`src/design/fbcs_pkg.sv`:
```
// Types and constants for the frame buffer change sequencer.
package fbcs_pkg;

  localparam int unsigned CountW   = 15;
  localparam int unsigned RegW     = 16;
  localparam int unsigned CfgIdxW  = 3;

  localparam logic [RegW-1:0] IntervalManual = 16'hffff;
  localparam logic [RegW-1:0] IntervalErase  = 16'hfffe;

  localparam logic [RegW-1:0] FbcrChange     = 16'h0003;
  localparam logic [RegW-1:0] FbcrEraseOnly  = 16'h0002;
  localparam logic [RegW-1:0] FbcrDilOdd     = 16'd12;
  localparam logic [RegW-1:0] FbcrDilEven    = 16'd8;
  localparam logic [RegW-1:0] TvmrEraseEn    = 16'd8;

  typedef enum logic [1:0] {
    KIND_DISPLAY_REQ = 2'd0,
    KIND_VBLANK_IN   = 2'd1,
    KIND_VBLANK_OUT  = 2'd2,
    KIND_INTERVAL    = 2'd3
  } kind_t;

  typedef enum logic [1:0] {
    MODE_ONECYCLE = 2'd0,
    MODE_INTERVAL = 2'd1,
    MODE_MANUAL   = 2'd2,
    MODE_ERASE    = 2'd3
  } mode_t;

  typedef enum logic [2:0] {
    ARM_NONE     = 3'd0,
    ARM_INTERVAL = 3'd1,
    ARM_MANUAL   = 3'd2,
    ARM_ERASE    = 3'd3,
    ARM_ONECYCLE = 3'd4
  } armed_t;

  typedef enum logic [CfgIdxW-1:0] {
    CFG_FRAME_INTERVAL     = 3'd0,
    CFG_FBCR_BASE          = 3'd1,
    CFG_TVMR_BASE          = 3'd2,
    CFG_DOUBLE_INTERLACE   = 3'd3,
    CFG_SPRITE_INITIALIZED = 3'd4
  } cfg_idx_t;

  typedef struct packed {
    logic [1:0] kind;
    logic       draw_end;
    logic       odd_field;
  } item_t;

  typedef struct packed {
    logic            tvmr_write;
    logic [RegW-1:0] tvmr_value;
    logic            fbcr_write;
    logic [RegW-1:0] fbcr_value;
    logic            scroll_show;
    logic            display_busy;
  } result_t;

endpackage

```
`src/design/frame_buffer_change_sequencer.sv`:
```
// Frame buffer change sequencer: one event word in, one register-write word out.
// Latency: a result word is valid the cycle after its event word is accepted.
// Throughput: one word per cycle while result_ready stays high; the single output register is the only stage.
// An event word is taken while the output register is empty or being drained.
// Synchronous active-high reset clears all config registers, the field counter,
// the request flags, the armed change and the output valid.
module frame_buffer_change_sequencer (
  input  logic                          clk,
  input  logic                          rst,
  input  logic                          item_valid,
  output logic                          item_ready,
  input  fbcs_pkg::item_t               item,
  output logic                          result_valid,
  input  logic                          result_ready,
  output fbcs_pkg::result_t             result,
  input  logic                          cfg_write,
  input  logic [fbcs_pkg::CfgIdxW-1:0]  cfg_index,
  input  logic [fbcs_pkg::RegW-1:0]     cfg_data
);
  import fbcs_pkg::*;

  logic [RegW-1:0]   frame_interval;
  logic [RegW-1:0]   fbcr_base;
  logic [RegW-1:0]   tvmr_base;
  logic              double_interlace;
  logic              sprite_initialized;

  logic [CountW-1:0] field_counter, field_counter_next;
  logic              display_request, display_request_next;
  logic              draw_wait_request, draw_wait_request_next;
  armed_t            armed_change, armed_change_next;
  result_t           result_next;

  mode_t             mode;
  logic [CountW-1:0] count;
  logic [CountW-1:0] cnt_inc;
  logic              accept;

  assign item_ready = !result_valid || result_ready;
  assign accept     = item_valid && item_ready;
  assign count      = frame_interval[CountW-1:0];
  assign cnt_inc    = field_counter + CountW'(1);

  always_comb begin
    if (frame_interval == IntervalManual) begin
      mode = MODE_MANUAL;
    end else if (frame_interval == IntervalErase) begin
      mode = MODE_ERASE;
    end else if (count <= CountW'(1)) begin
      mode = MODE_ONECYCLE;
    end else begin
      mode = MODE_INTERVAL;
    end
  end

  always_ff @(posedge clk) begin
    if (rst) begin
      frame_interval     <= '0;
      fbcr_base          <= '0;
      tvmr_base          <= '0;
      double_interlace   <= 1'b0;
      sprite_initialized <= 1'b0;
    end else if (cfg_write) begin
      unique case (cfg_index)
        CFG_FRAME_INTERVAL:     frame_interval     <= cfg_data;
        CFG_FBCR_BASE:          fbcr_base          <= cfg_data;
        CFG_TVMR_BASE:          tvmr_base          <= cfg_data;
        CFG_DOUBLE_INTERLACE:   double_interlace   <= cfg_data[0];
        CFG_SPRITE_INITIALIZED: sprite_initialized <= cfg_data[0];
        default: ;
      endcase
    end
  end

  always_comb begin
    field_counter_next     = field_counter;
    display_request_next   = display_request;
    draw_wait_request_next = draw_wait_request;
    armed_change_next      = armed_change;
    result_next            = '0;

    case (kind_t'(item.kind))
      KIND_DISPLAY_REQ: begin
        if (!((mode == MODE_ONECYCLE || mode == MODE_INTERVAL) && count == '0)) begin
          display_request_next = 1'b1;
        end
      end
      KIND_VBLANK_IN: begin
        case (mode)
          MODE_MANUAL: begin
            if (display_request) begin
              result_next.scroll_show = 1'b1;
              armed_change_next       = ARM_MANUAL;
            end
          end
          MODE_ERASE: begin
            if (display_request) begin
              result_next.tvmr_write  = 1'b1;
              result_next.tvmr_value  = tvmr_base | TvmrEraseEn;
              result_next.fbcr_write  = 1'b1;
              result_next.fbcr_value  = fbcr_base | FbcrChange;
              result_next.scroll_show = 1'b1;
              armed_change_next       = ARM_ERASE;
            end
          end
          MODE_ONECYCLE: begin
            result_next.scroll_show = 1'b1;
            armed_change_next       = ARM_ONECYCLE;
          end
          default: begin
            // interval mode: count is at least two here
            if (!frame_interval[RegW-1] && cnt_inc >= count - CountW'(1)) begin
              result_next.fbcr_write = 1'b1;
              result_next.fbcr_value = fbcr_base | FbcrEraseOnly;
            end
            if (cnt_inc >= count) begin
              if (display_request) begin
                result_next.scroll_show = 1'b1;
                armed_change_next       = ARM_INTERVAL;
              end
              field_counter_next = '0;
            end else begin
              field_counter_next = cnt_inc;
            end
          end
        endcase
      end
      KIND_VBLANK_OUT: begin
        if (double_interlace) begin
          result_next.fbcr_write = 1'b1;
          result_next.fbcr_value = fbcr_base | (item.odd_field ? FbcrDilOdd : FbcrDilEven);
          armed_change_next      = ARM_NONE;
          display_request_next   = 1'b0;
        end else if (armed_change != ARM_NONE) begin
          if (armed_change == ARM_MANUAL && sprite_initialized && !item.draw_end) begin
            draw_wait_request_next = 1'b1;
            display_request_next   = 1'b0;
          end else begin
            if (armed_change == ARM_ERASE) begin
              result_next.tvmr_write = 1'b1;
              result_next.tvmr_value = tvmr_base;
            end else if (armed_change == ARM_INTERVAL || armed_change == ARM_MANUAL) begin
              result_next.fbcr_write = 1'b1;
              result_next.fbcr_value = fbcr_base | FbcrChange;
            end
            armed_change_next      = ARM_NONE;
            draw_wait_request_next = 1'b0;
            display_request_next   = 1'b0;
          end
        end
      end
      default: begin
        result_next.fbcr_write = 1'b1;
        result_next.fbcr_value = (mode == MODE_ONECYCLE) ? fbcr_base : (fbcr_base | FbcrChange);
      end
    endcase

    result_next.display_busy = display_request_next || draw_wait_request_next;
  end

  always_ff @(posedge clk) begin
    if (rst) begin
      field_counter     <= '0;
      display_request   <= 1'b0;
      draw_wait_request <= 1'b0;
      armed_change      <= ARM_NONE;
      result_valid      <= 1'b0;
    end else begin
      if (accept) begin
        field_counter     <= field_counter_next;
        display_request   <= display_request_next;
        draw_wait_request <= draw_wait_request_next;
        armed_change      <= armed_change_next;
        result_valid      <= 1'b1;
      end else if (result_ready) begin
        result_valid      <= 1'b0;
      end
    end
  end

  always_ff @(posedge clk) begin
    if (accept) begin
      result <= result_next;
    end
  end

endmodule

```
`config.mk`:
```
export PLATFORM = sky130hd
export DESIGN_NAME = frame_buffer_change_sequencer
export DESIGN_NICKNAME = d
export VERILOG_FILES = /design/src/design/fbcs_pkg.sv /design/src/design/frame_buffer_change_sequencer.sv
export SDC_FILE = /design/constraint.sdc
export NUM_CORES = 1
export LEC_CHECK = 0
export ABC_CLOCK_PERIOD_IN_PS = 7340
export BUFFER_PORTS_ARGS = -buffer_cell sky130_fd_sc_hd__buf_2
export CAP_MARGIN = 0
export CORE_MARGIN = 4
export CORE_UTILIZATION = 63
export CTS_CLUSTER_DIAMETER = 30
export DETAILED_ROUTE_END_ITERATION = 7
export PLACE_DENSITY_LB_ADDON = 0.2
export SYNTH_ARGS = -nofsm -noshare
export SYNTH_HDL_FRONTEND = slang
export SYNTH_SLANG_ARGS = --single-unit
```
`constraint.sdc`:
```
create_clock -name clk -period 7.34 [get_ports clk]
set_clock_uncertainty 0.1 [all_clocks]
set_input_delay 0 -clock clk [delete_from_list [all_inputs] [get_ports clk]]
set_output_delay 0 -clock clk [all_outputs]
set_load 0.01 [all_outputs]
```
==> results.ini <==
[layout]
postLayoutCellArea_sq_mm=0.006280
fill_cells=574
diodes=0
instances_no_fill=797
drive_gt1_frac=0.1474
synthToLayoutAreaGrowth_pct=14.22
num-nets-final=754

[pwr]
seqPwrFrac=0.562
switching_share=0.2774
vdd_ir_drop_max_uv=110.5
clockPowerShare=0.306
power_leakage_nw=2.553
powerDensity_mw_per_mm2=181.0
p_sw_mw=0.3154
power_frac_comb=0.131
p_int_mw=0.8215

[yosys]
ys_warn_count=0
synth_top_cell_by_area=dfxtp_1
ys_types=57
synth-seq-cells=107
synthTopCellsByCount=128 x nand2_1, 71 x a21oi_1, 71 x dfxtp_1
synthFlopType=dfxtp_1
synth_edf_count=36
synth.most_common_cell=nand2_1
synth_top_cell_area_share=0.2585
synth_nets=678
syn_avg_cell_area_sq_um=8.998
synth_area_leaders=dfxtp_1 26%, edfxtp_1 20%, ha_1 8.9%
async_reset_ff_frac=0
synth_area_sq_mm=0.005498
syn_inst=611
yosysSeqAreaShare=0.4552

[global_routing]
grt_pass1_vias=4493
antenna_found_initial=0
grt.total_usage=0.2526
overflow=0
grt_pass1_wl_um=20870
grt_max_degree=77

[setup_path]
regToRegSetupSlack_ns=3.28
regToRegStartpoint=frame_interval[2]
cpPeakStageDelay_ns=0.53
reg2reg_depth=14
critical_path_class=flip-flop to flip-flop
cp_max_fo=15
slowest_stage=nor4_1
crit_chain=nor2_1 -> nand2_1 -> nor4_1 -> nand2_1 -> nor3_1 -> xnor2_1 -> ha_1 -> nand2_1 -> nor2_1 -> a2111oi_0 -> o211ai_1 -> a31oi_4 -> o21bai_4 -> and2_1
worstPathArrival_ns=4.08
cp_common_cell=nand2_1
worstPathRequired_ns=7.36
critPathLaunchType=flip-flop
cp_top_family=simple AND/OR/NAND/NOR gates
cp-end-kind=flip-flop
worstReg2RegEnd=result[17]
path_buf_inv=0

[timing]
whs_ns=0.06944
relSlewSlack=0.2997
fin_tns_setup_ns=0
slew_violations=0
finalHoldViolCount=0
setup_viol=0
setup_slack_ns=3.281
period_share=0.5530
rsz0062_at_grt=no
worstMarginPinSlew_ns=1.036
timing.fmax_mhz=246.4
period_needed_ns=4.059

[cts]
cts.repair.resized=0
clk-insertion-delay-late_ns=0.37
clock_sinks=107
cts_tree=done
clock_path_buffers=2
numCtsBuffers=9
clkTransAtPathRegs_ns=0.11
htreeDepth=3
cts.root.buffer_cell=clkbuf_8

[drt]
totalWireLength_um=12660
firstDrtPassIters=5
post-route-drc-count=0
dr.first_iter.drc_count=252
postRouteAntennaNets=0
wl_per_cell_um=15.88
via_count=4613
vias_per_cell=5.788

[placed_design]
dpl.cell_count=757
dp_hpwl_um=8883
dp_slack_ns=3.386
place_area_sq_mm=0.005849
routabilityCongestion=0.8511
io_buffers=65

[hold_path]
hold_end=armed_change[1]
hold_path.class=primary input to flip-flop
hold_depth=3
min_from=item[3]

[run]
max_cap_violations=0

[floorplanning]
die_x_um=101.4
die-height_um=101.4
dieArea_sq_mm=0.01029
initial_core_util=0.6592
io_pins=66
core.rowCount=33
core_area_sq_mm=0.008341

[status]
status=finished, final reports clean

cell type report:
| type | instances | area (sq um) | share of cell area |
|---|---|---|---|
| multi-input combinational | 453 | 2781 | 0.4429 |
| sequential | 107 | 2502 | 0.3985 |
| timing repair buffer | 91 | 580.6 | 0.09245 |
| tap | 105 | 131.4 | 0.02092 |
| clock buffer | 10 | 127.6 | 0.02032 |
| inverter | 25 | 93.84 | 0.01494 |
| clock inverter | 6 | 62.56 | 0.009962 |
per-layer routing:
metal	part of all wire	routed length, um	vias up	global-route usage
met5	0	0	-	0
met4	0.013	162	0	0.06748
met3	0.051	647	19	0.03857
met2	0.50	6323	160	0.4437
met1	0.44	5524	2178	0.3244
li1	-	-	2256	-
sequential cells by signal (all words and copies together) (netlist names), 3 cells and up:
register,count
armed_change,3
fbcr_base,16
tvmr_base,16
frame_interval,16
field_counter,15
result,36
worst max-delay path by stage:
stage                      startpoint  depth (start not counted)                to  slack [ns]
floorplan           frame_interval[9]                         14        result[10]        3.95
global placement     field_counter[0]                         13  field_counter[2]        3.54
detailed placement  frame_interval[2]                         14         result[9]        3.39
CTS                 frame_interval[2]                         14        result[17]        3.39
global route        frame_interval[2]                         14        result[17]        2.81
finish              frame_interval[2]                         14        result[17]        3.28
layout by cell type (no fill, tap or decap), drive strengths merged, types with 3 or more instances in the layout:
master       netlist  layout
inv               25      27
nand3b             7       7
o21ai             14      14
xor2               6       6
nor4               5       5
clkinv             0       4
a22oi              9       9
and2              32      32
nand2            128     128
nor2              37      37
mux2i              4       4
and3               4       4
xnor2             21      21
or3                3       3
nor3b              3       3
buf                4      67
dfxtp             71      71
dlygate4sd3        0      24
ha                39      39
nor3              12      12
nand4              8       8
o21a               3       3
edfxtp            36      36
nand3             12      12
nor2b              7       7
a21oi             71      71
clkbuf            22      10
power groups by stage:
| stage | Sequential [mW] | Clock (mW) | Combinational [mW] |
|---|---|---|---|
| finish | 0.639 | 0.348 | 0.149 |
| global route | 0.642 | 0.378 | 0.164 |
| CTS | 0.639 | 0.351 | 0.148 |
| detailed placement | 0.653 | 0 | 0.137 |
| global placement | 0.652 | 0 | 0.132 |
| floorplan | 0.657 | 0 | 0.0903 |
logic make-up (layout without fill, tap and decap cells):
family	Yosys count	count (layout)	synth area share
AND/OR/NAND/NOR	266	266	0.2351
AO/OA/AOI/OAI	117	117	0.1315
flip-flops	107	107	0.4552
buffers and inverters	51	132	0.03914
adder cells (fa/ha/maj)	39	39	0.08876
XOR/XNOR	27	27	0.04301
multiplexers	4	4	0.007283
timing repair:
item	CTS	global route
buffers inserted	0	0
hold buffers	24	0
setup endpoints to repair	0	0
hold endpoints to repair	53	0
tightest hold or removal path: cells and delay by family:
family,cells,cell delay [ns]
fa+ha+maj,1,0.27
compound gates,1,0.12
buf+inv,1,0.11
stage by stage:
step	utilization	power, mW
finish	0.7529	1.137
global route	0.7529	1.183
CTS	0.7529	1.138
detailed placement	0.7013	0.7902
global placement	0.7013	0.7840
floorplan	-	0.7474
Note: power is estimated with default switching activity, not from simulation.
